===== src/rtl/tt_pkg.sv =====
// ----------------------------------------------------------------------------
// tt_pkg
// shared widths, payload types and controller/datapath signal groups
// ----------------------------------------------------------------------------
package tt_pkg;

    localparam int POS_W   = 32;
    localparam int UV_W    = 16;
    localparam int UV_FRAC = 12;
    localparam int PD_W    = POS_W + 1;
    localparam int UD_W    = UV_W + 1;
    localparam int PROD_W  = PD_W + UD_W;
    localparam int NUM_W   = PROD_W + 1;
    localparam int DPR_W   = 2 * UD_W;
    localparam int DET_W   = DPR_W + 1;
    localparam int DIVD_W  = NUM_W + UV_FRAC;
    localparam int ITER_W  = $clog2(POS_W);
    localparam int NCOMP   = 3;
    localparam int COMP_W  = 2;
    localparam int NCOPY   = 3;
    localparam int COPY_W  = 2;

    typedef struct packed {
        logic signed [POS_W-1:0] pos_x;
        logic signed [POS_W-1:0] pos_y;
        logic signed [POS_W-1:0] pos_z;
        logic signed [UV_W-1:0]  tex_u;
        logic signed [UV_W-1:0]  tex_v;
    } vtx_t;

    typedef struct packed {
        logic signed [POS_W-1:0] tan_x;
        logic signed [POS_W-1:0] tan_y;
        logic signed [POS_W-1:0] tan_z;
        logic                    degenerate;
        logic                    saturated;
        logic                    last;
    } res_t;

    typedef struct packed {
        logic              load_corner;
        logic              corner_slot;
        logic              load_tri;
        logic              det_mul;
        logic              det_sub;
        logic              prod;
        logic              div_load;
        logic              div_step;
        logic              fin;
        logic              publish;
        logic [COMP_W-1:0] comp;
    } cmd_t;

    typedef struct packed {
        logic det_zero;
    } sts_t;

endpackage


===== src/rtl/tt_ctrl.sv =====
// ----------------------------------------------------------------------------
// tt_ctrl
// sequencer for corner capture, per-component divide and result copies
// ----------------------------------------------------------------------------
module tt_ctrl
    import tt_pkg::*;
(
    input  logic clk,
    input  logic rst_n,
    input  logic vtx_valid,
    output logic vtx_ready,
    output logic res_valid,
    input  logic res_ready,
    output logic res_last,
    input  sts_t sts,
    output cmd_t cmd
);

    typedef enum logic [8:0] {
        S_IDLE = 9'b000000001,
        S_DMUL = 9'b000000010,
        S_DSUB = 9'b000000100,
        S_CHK  = 9'b000001000,
        S_MUL  = 9'b000010000,
        S_LOAD = 9'b000100000,
        S_DIV  = 9'b001000000,
        S_FIN  = 9'b010000000,
        S_PUB  = 9'b100000000
    } state_t;

    state_t              state_reg, state_next;
    logic [1:0]          corner_reg, corner_next;
    logic [COMP_W-1:0]   comp_reg, comp_next;
    logic [ITER_W-1:0]   iter_reg, iter_next;
    logic [COPY_W-1:0]   copy_reg, copy_next;
    logic                acc;

    assign vtx_ready = (state_reg == S_IDLE);
    assign acc       = vtx_valid && vtx_ready;
    assign res_valid = (copy_reg != '0);
    assign res_last  = (copy_reg == COPY_W'(1));

    always_comb
    begin
        state_next  = state_reg;
        corner_next = corner_reg;
        comp_next   = comp_reg;
        iter_next   = iter_reg;
        copy_next   = copy_reg;
        cmd         = '0;
        cmd.comp    = comp_reg;
        if (res_valid && res_ready)
        begin
            copy_next = copy_reg - COPY_W'(1);
        end
        unique case (state_reg)
            S_IDLE:
            begin
                if (acc)
                begin
                    if (corner_reg == 2'd2)
                    begin
                        cmd.load_tri = 1'b1;
                        corner_next  = 2'd0;
                        state_next   = S_DMUL;
                    end
                    else
                    begin
                        cmd.load_corner = 1'b1;
                        cmd.corner_slot = (corner_reg == 2'd1);
                        corner_next     = (corner_reg == 2'd1) ? 2'd2 : 2'd1;
                    end
                end
            end
            S_DMUL:
            begin
                cmd.det_mul = 1'b1;
                state_next  = S_DSUB;
            end
            S_DSUB:
            begin
                cmd.det_sub = 1'b1;
                state_next  = S_CHK;
            end
            S_CHK:
            begin
                comp_next  = '0;
                state_next = sts.det_zero ? S_PUB : S_MUL;
            end
            S_MUL:
            begin
                cmd.prod   = 1'b1;
                state_next = S_LOAD;
            end
            S_LOAD:
            begin
                cmd.div_load = 1'b1;
                iter_next    = '0;
                state_next   = S_DIV;
            end
            S_DIV:
            begin
                cmd.div_step = 1'b1;
                iter_next    = iter_reg + ITER_W'(1);
                if (iter_reg == ITER_W'(POS_W - 1))
                begin
                    state_next = S_FIN;
                end
            end
            S_FIN:
            begin
                cmd.fin = 1'b1;
                if (comp_reg == COMP_W'(NCOMP - 1))
                begin
                    state_next = S_PUB;
                end
                else
                begin
                    comp_next  = comp_reg + COMP_W'(1);
                    state_next = S_MUL;
                end
            end
            S_PUB:
            begin
                if (copy_reg == '0)
                begin
                    cmd.publish = 1'b1;
                    copy_next   = COPY_W'(NCOPY);
                    state_next  = S_IDLE;
                end
            end
            default:
            begin
                state_next = S_IDLE;
            end
        endcase
    end

    always_ff @(posedge clk or negedge rst_n)
    begin
        if (!rst_n)
        begin
            state_reg  <= S_IDLE;
            corner_reg <= '0;
            comp_reg   <= '0;
            iter_reg   <= '0;
            copy_reg   <= '0;
        end
        else
        begin
            state_reg  <= state_next;
            corner_reg <= corner_next;
            comp_reg   <= comp_next;
            iter_reg   <= iter_next;
            copy_reg   <= copy_next;
        end
    end

endmodule


===== config.mk =====
export PLATFORM = sky130hd
export DESIGN_NAME = tt_ctrl
export DESIGN_NICKNAME = d
export VERILOG_FILES = /design/src/rtl/tt_pkg.sv /design/src/rtl/tt_ctrl.sv
export SDC_FILE = /design/constraint.sdc
export NUM_CORES = 1
export LEC_CHECK = 0
export ABC_AREA = 1
export BUFFER_PORTS_ARGS = -buffer_cell sky130_fd_sc_hd__buf_2
export CAP_MARGIN = 20
export CORE_MARGIN = 1.5
export CORE_UTILIZATION = 50
export DETAILED_ROUTE_END_ITERATION = 7
export PLACE_DENSITY = 0.71
export SETUP_SLACK_MARGIN = 0.02
export SYNTH_ARGS = -nofsm -noshare
export SYNTH_HDL_FRONTEND = slang
export SYNTH_SLANG_ARGS = --single-unit

===== constraint.sdc =====
create_clock -name clk -period 2.5 [get_ports clk]
set_clock_uncertainty 0.2 [all_clocks]
set_input_delay 0.125 -clock clk [delete_from_list [all_inputs] [get_ports clk]]
set_output_delay 0.125 -clock clk [all_outputs]
set_load 0.005 [all_outputs]

After elaboration in Yosys (flattened, before gate mapping)
Cells that the tools add are included.

word-level totals
  register bits = 20
  input bits = 5

cells by class
  $add $sub $neg = 3
  eq/ne operators = 19
  mux-type cells = 27
  reduce and logical (&&, ||, !) cells = 9

operators by type and width
  operator                                               number
  case mux 9 bit (9 select lines)                        1
  two-way mux 9 bit                                      6
  two-way mux 2 bit                                      7
  case mux 5 bit (2 select lines)                        1
  equality test 9 x 1 -> 1 bit, second input constant    1
  equality test 9 x 2 -> 1 bit, second input constant    1
  equality test 9 x 3 -> 1 bit, second input constant    1
  equality test 9 x 4 -> 1 bit, second input constant    1
  equality test 9 x 5 -> 1 bit, second input constant    1
  equality test 9 x 6 -> 1 bit, second input constant    1
  equality test 9 x 7 -> 1 bit, second input constant    1
  equality test 9 x 8 -> 1 bit, second input constant    1
  equality test 9 bit, second input constant             1
  two-way mux 1 bit                                      9
  two-way mux 3 bit                                      2
  inequality test 2 bit, second input constant           3
  nonzero test 2 bit                                     3
  adder 5 x 1 -> 5 bit, second input constant            1
  equality test 5 bit, second input constant             1
  equality test 2 x 1 -> 1 bit, second input constant    2
  equality test 2 bit, second input constant             2
  inequality test 2 x 1 -> 1 bit, second input constant  2
  case mux 2 bit (2 select lines)                        1
  AND reduction 2 bit                                    2
  other kinds (5)                                        6

Depth between registers and ports, before layout
Gate-level depths: netlist (run 1).

  depth after elaboration = 5
  depth in mapped cells = 9
  mapped depth without buffers = 8

Worst setup path after synthesis (run 1)
Ideal clock, no wire load.

  kind = register -> output
  start = register state_reg[8]
  end = output port cmd[11] (netlist name)
  arrival time = 1.107 ns
  required time = 2.175 ns
  setup slack = 1.068 ns
  cell stages (with the launch flop) = 9
  buffers on the path = 1
  cells stage by stage = dfrtp_1 -> inv_2 -> buf_4 -> nand2_2 -> nor2_2 -> nand2_2 -> nor2_4 -> inv_2 -> nor2_1

RTL lines
  element                   line            text
  start: declaration        tt_ctrl.sv:31   state_t state_reg, state_next;
  start signal: assignment  tt_ctrl.sv:151  state_reg <= state_next;
  end: declaration          tt_ctrl.sv:16   output cmd_t cmd

==> results of run 1 <==
-- timing repair --
action	in CTS	in global routing
hold endpoints to repair	24	0
endpoints found under the setup margin	0	0
hold buffers	4	0
-- layer usage --
metal  vias to the layer above  global-route usage  part of all wire
met1                       500               0.241              0.45
li1                        575                   -                 -
met3                         2              0.0339             0.020
met2                         9               0.390              0.53
met5                         -                   0                 0
met4                         0              0.0641            0.0067
-- worst paths after layout --
kind,end,start,depth (start not counted)
max,cmd[9],state_reg[5]$_DFFE_PN0P_,8
min,comp_reg[0]$_DFFE_PN0P_,rst_n,2
max reg2reg,comp_reg[1]$_DFFE_PN0P_,state_reg[8]$_DFFE_PN0P_,6
min reg2reg,iter_reg[4]$_DFFE_PN0P_,iter_reg[4]$_DFFE_PN0P_,2
max in group asynchronous,state_reg[0]$_DFFE_PN1P_,rst_n,2
min in group clk,iter_reg[4]$_DFFE_PN0P_,iter_reg[4]$_DFFE_PN0P_,2
-- area by class of cell --
cell class                      count  area, µm²  share of cell area
Timing Repair Buffer               23        135              0.0933
Clock buffer                        4       36.3              0.0251
Sequential cell                    20        502               0.347
Multi-Input combinational cell    115        619               0.428
Tap cell                           28       35.0              0.0242
Inverter                           32        120              0.0830
-- power by group through the flow --
stage	registers, mW	clock network, mW	logic [mW]
after floorplan	0.428	0	0.401
after global placement	0.433	0	0.509
after detailed placement	0.437	0	0.528
after CTS	0.431	0.190	0.539
after global routing	0.437	0.204	0.614
final	0.432	0.186	0.535
-- cell families after synthesis --
family	after synthesis
adder cells (fa/ha/maj)	7
AO/OA/AOI/OAI	13
XOR/XNOR	2
AND/OR/NAND/NOR	93
buffers and inverters	33
flip-flops	20
-- stage by stage --
step                      hold WS, ps  cell area, µm²  setup WS (ps)
after detailed placement         -105            1370            892
final                            92.6            1450            549
after global routing              138            1450            420
after global placement          -98.2            1370            953
after CTS                         105            1450            546
after floorplan                  -371            1250           1070
-- cells in the final DEF, fill, tap and decap left out, drive strengths merged --
cell type,count
o221ai,1
o41ai,1
o21bai,1
dfstp,1
or2,1
dfrtp,19
inv,32
ha,7
nor2,29
o211ai,1
buf,19
clkbuf,4
nor3,6
xor2,2
o21ai,7
o22ai,2
dlygate4sd3,4
nand3,13
nand2,44
-- critical path, delay by kind of cell (launching register included) --
kind	cells	cell delay, ps
DFF	1	430
and+or+nand+nor	6	740
buffers and inverters	2	160
==> flow_summary.json, run 1 <==
{
  "cpMaxStageDelayCell": "dfrtp_1",
  "synth_edf_count": 0,
  "htreeDepth": 1,
  "r2r_slack_ps": 870,
  "ys.flop_type": "dfrtp_1",
  "critPathCaptureType": "output port",
  "antenna_found_initial": 0,
  "synth_top_family_by_area": "simple AND/OR/NAND/NOR gates",
  "vias": 1086,
  "cts_made_buffers": 3,
  "dr.pass1.iters": 4,
  "netlist_area_mm2": 0.00125,
  "grt_pass1_vias": 1011,
  "ys_types": 24,
  "min_period_over_period": 0.780,
  "p_clk_frac": 0.161,
  "cpPeakStageDelay_ps": 430,
  "post_cts_resized": 0,
  "die_y_um": 53.0,
  "synth.area.top_cells": "dfrtp_1 38%, nand2_1 11%, ha_1 7.0%",
  "synth_nets": 180,
  "outcome": "complete, no violations",
  "grt_usage": 0.209,
  "seqPwrFrac": 0.374,
  "grt_pass1_wl_um": 4200,
  "clkTransAtPathRegs_ps": 120,
  "hold_path.class": "input port to asynchronous set/reset pin",
  "p_leak_nw": 0.816,
  "drive_gt1_frac": 0.242,
  "cts_root_buf": "clkbuf_4",
  "period_minus_slack_ps": 1950,
  "yosys.area.top_type": "dfrtp_1",
  "finalPower_mw": 1.15,
  "routedWlPerCell_um": 11.4,
  "hold_viol_final": 0,
  "vias_per_cell": 4.89,
  "worstSetupPathType": "flip-flop to output port",
  "largest_reg_flops": 9,
  "n_fill_cell": 218,
  "clk_path_buf_depth": 2,
  "worst-endpoint-arrival_ps": 1630,
  "clock_latency_ps": 290,
  "path_cells": "nor2_1 -> nand2_2 -> nor2_2 -> nand2_2 -> nor2_4 -> inv_2 -> nor2_1 -> buf_2",
  "swShare": 0.413,
  "synth_area_per_cell_um2": 7.43,
  "die_x_um": 53.0,
  "overflow": 0,
  "clock.fmax_mhz": 513,
  "routed_wl_um": 2540,
  "cts.sinks": 20,
  "drt_iter0_drc": 14,
  "vdd_drop_max_mv": 0.771,
  "dpl.hpwl_um": 2020,
  "finalMaxSlewViolations": 0,
  "synth_top_area_share": 0.381,
  "dp_cells": 214,
  "initial_core_util": 0.549,
  "route.antenna.remaining_nets": 0,
  "synth_common_cells": "37 x nand2_1, 23 x inv_1, 23 x nor2_1, 19 x dfrtp_1, 13 x nand3_1",
  "fin_util": 0.636,
  "tightest_slew_ps": 450,
  "power.internal_mw": 0.677,
  "fin_setup_tns_ps": 0,
  "comb_power_share": 0.464,
  "powerDensity_mw_per_mm2": 797,
  "drc": 0,
  "setup_viol": 0,
  "grt_max_degree": 21,
  "required_ps": 2170,
  "finalNonFillerCells": 222,
  "coreArea_mm2": 0.00228,
  "io_buffers": 19,
  "io_pins": 20,
  "synthXorXnorAreaFrac": 0.0140,
  "die-area_mm2": 0.00281,
  "max_cap_viol_count": 0,
  "ys_ff_latch": 20,
  "slew_headroom": 0.700,
  "power.switching_mw": 0.476,
  "muxShareOfSynthArea": 0,
  "yosysSeqAreaShare": 0.402,
  "post_cts_buffers": 0,
  "cp_max_fo": 7,
  "yosys.area_share.adder": 0.0701,
  "synthSimpleGateAreaFrac": 0.343,
  "place.gp.congestion": 0.815,
  "diodes": 0,
  "async_flop_share": 1.00,
  "fp-row-count": 17,
  "start_kind": "flip-flop",
  "yosys_warnings": 0,
  "nets": 207,
  "syn_to_final_growth_pct": 15.9,
  "syn-instance-count": 168,
  "tritoncts": "built",
  "rsz0062_at_grt": "no",
  "synth_compound_area_frac": 0.0691,
  "yosysMostFrequentCell": "nand2_1"
}
Power figures use the tool's default switching activity.
==> run 2: changes to the inputs <==
clock period = 1.9 ns   (was 2.5 ns; I/O delays follow)
==> run 2 against run 1 <==
Net effect:
- power up 46%
- global-route usage up 0.78 points
- routed wire length up 14%
- sequential power rose by 31%
- core utilization rose by 6.4 points
- count of clock-buffer cells in the layout did not move
- cell count rose by 6.3%
- setup slack worse by 480 ps
- combinational power rose by 61%
- largest power group unchanged
==> flow_summary.json, run 2 (same netlist as run 1, synthesis figures left out) <==
{
  "outcome": "complete, no violations",
  "required_ps": 1600,
  "crit_start": "state_reg[3]$_DFFE_PN0P_",
  "powerDensity_mw_per_mm2": 1060,
  "route.antenna.remaining_nets": 0,
  "vdd_drop_max_mv": 0.852,
  "r2r-start": "state_reg[0]$_DFFE_PN1P_",
  "rsz0062_at_grt": "yes",
  "period_minus_slack_ps": 1830,
  "r2r_slack_ps": 190,
  "seqPwrFrac": 0.335,
  "comb_power_share": 0.511,
  "cts_made_buffers": 3,
  "cpMaxStageDelayCell": "dfrtp_1",
  "crit_path_frequent_cell": "nor2_4",
  "cp_max_fo": 5,
  "clock_latency_ps": 310,
  "slew_headroom": 0.687,
  "drive_gt1_frac": 0.337,
  "nets": 221,
  "die_x_um": 53.0,
  "overflow": 0,
  "initial_core_util": 0.549,
  "setup_viol": 0,
  "io_pins": 20,
  "grt_max_degree": 21,
  "place.gp.congestion": 0.870,
  "routed_wl_um": 2880,
  "hold_viol_final": 0,
  "syn_to_final_growth_pct": 27.6,
  "diodes": 0,
  "cts_root_buf": "clkbuf_4",
  "crit_buf_inv": 2,
  "largest_reg_flops": 9,
  "worst-endpoint-arrival_ps": 1540,
  "die_y_um": 53.0,
  "cpPeakStageDelay_ps": 430,
  "tightest_slew_ps": 470,
  "drc": 0,
  "fp-row-count": 17,
  "drt_iter0_drc": 23,
  "htreeDepth": 1,
  "path_cells": "nor2_2 -> nand2_2 -> nor2_4 -> nand2_4 -> nor2_4 -> inv_2 -> nor2_1 -> buf_2",
  "pre_cts_slack_ps": 321,
  "min_period_over_period": 0.966,
  "critPathCaptureType": "output port",
  "routedWlPerCell_um": 12.2,
  "clock.fmax_mhz": 545,
  "coreArea_mm2": 0.00228,
  "finalPower_mw": 1.69,
  "layout_commonest_cell": "nand2_1",
  "vias": 1190,
  "grt_pass1_vias": 1018,
  "die-area_mm2": 0.00281,
  "cts.sinks": 20,
  "power.internal_mw": 0.985,
  "antenna_found_initial": 0,
  "clkTransAtPathRegs_ps": 120,
  "p_leak_nw": 0.890,
  "start_kind": "flip-flop",
  "crit_family": "simple AND/OR/NAND/NOR gates",
  "grt_usage": 0.217,
  "grt_pass1_wl_um": 4410,
  "fin_ws_ps": 65.3,
  "rr_endpoint": "state_reg[0]$_DFFE_PN1P_",
  "swShare": 0.417,
  "clk_path_buf_depth": 2,
  "worstSetupPathType": "flip-flop to output port",
  "finalMaxSlewViolations": 0,
  "max_cap_viol_count": 0,
  "final_cell_mix": "36 x nand2_1, 21 x inv_1, 19 x dfrtp_1, 19 x buf_2, 17 x nor2_1",
  "p_clk_frac": 0.153,
  "tritoncts": "built",
  "power.switching_mw": 0.703,
  "hold_path.class": "input port to asynchronous set/reset pin",
  "reg2regPathDepth": 9,
  "vias_per_cell": 5.04,
  "dpl.hpwl_um": 1980,
  "io_buffers": 19,
  "dr.pass1.iters": 4
}
==> run 2: changes by cell type in the layout (fill, tap and decap cells not counted) <==
cell	delta
nor2_2	+3
nand2_4	+1
inv_4	+1
nor2_4	+3
nand2_1	-1
inv_1	-2
buf_4	+14
nor2_1	-6
inv_2	+1
==> run 2: repair_timing <==
action                                  CTS  global route
endpoints found under the setup margin    3             5
setup buffers                             1            13
gates resized for setup                   1            13
hold buffers                              4             0
pin swaps                                 1             5
endpoints found under the hold margin    25             0
==> run 2: power groups by stage <==
stage	logic [mW]	clock network [mW]	registers, mW
after CTS	0.708	0.262	0.566
after global placement	0.668	0	0.570
after global routing	0.958	0.284	0.576
after floorplan	0.528	0	0.563
final	0.863	0.259	0.566
after detailed placement	0.694	0	0.575
==> run 2: how the worst max path moves through the flow <==
stage / endpoint / cells after the start / slack [ps]
after floorplan: state_reg[1]$_DFFE_PN0P_ / 8 / 480
after global placement: comp_reg[1]$_DFFE_PN0P_ / 6 / 360
after detailed placement: iter_reg[3]$_DFFE_PN0P_ / 8 / 320
after CTS: cmd[11] / 8 / 20
after global routing: cmd[9] / 8 / -30
final: cmd[11] / 8 / 70
==> run 2: through the flow <==
| step | util | area, µm² | hold WS, ps | setup TNS [ps] | std cells |
|---|---|---|---|---|---|
| 2_1_floorplan | - | 1250 | -401 | 0 | 168 |
| 3_3_place_gp | 0.603 | 1370 | -131 | 0 | 214 |
| 3_5_place_dp | 0.603 | 1370 | -125 | 0 | 214 |
| 4_1_cts | 0.640 | 1460 | 65.7 | 0 | 223 |
| 5_1_grt | 0.700 | 1590 | 105 | -61.6 | 236 |
| 6_report | 0.700 | 1590 | 56.6 | 0 | 236 |
==> run 2: final cells by class <==
cell class                      count  area, µm²
Fill cell                         185        683
Multi-Input combinational cell    115        657
Sequential cell                    20        502
Timing Repair Buffer               37        240
Inverter                           32        123
Clock buffer                        4       36.3
Tap cell                           28       35.0
==> run 2: worst register-to-register path, cell delays in order (launching register included) <==
cell	delay [ps]
dfstp_2	570
inv_1	60
nand2_1	150
nor2_4	60
buf_4	140
nand3_1	100
nand2_1	70
nor2_1	150
nand3_1	90
nand2_1	70
==> run 2: metal layers <==
layer / part of all wire / vias up / GRT usage / wire length (µm)
met1: 0.42 / 567 / 0.266 / 1220
li1: - / 601 / - / -
met5: 0 / - / 0 / 0
met2: 0.55 / 18 / 0.388 / 1570
met3: 0.023 / 4 / 0.0339 / 67
met4: 0.0083 / 0 / 0.0641 / 24
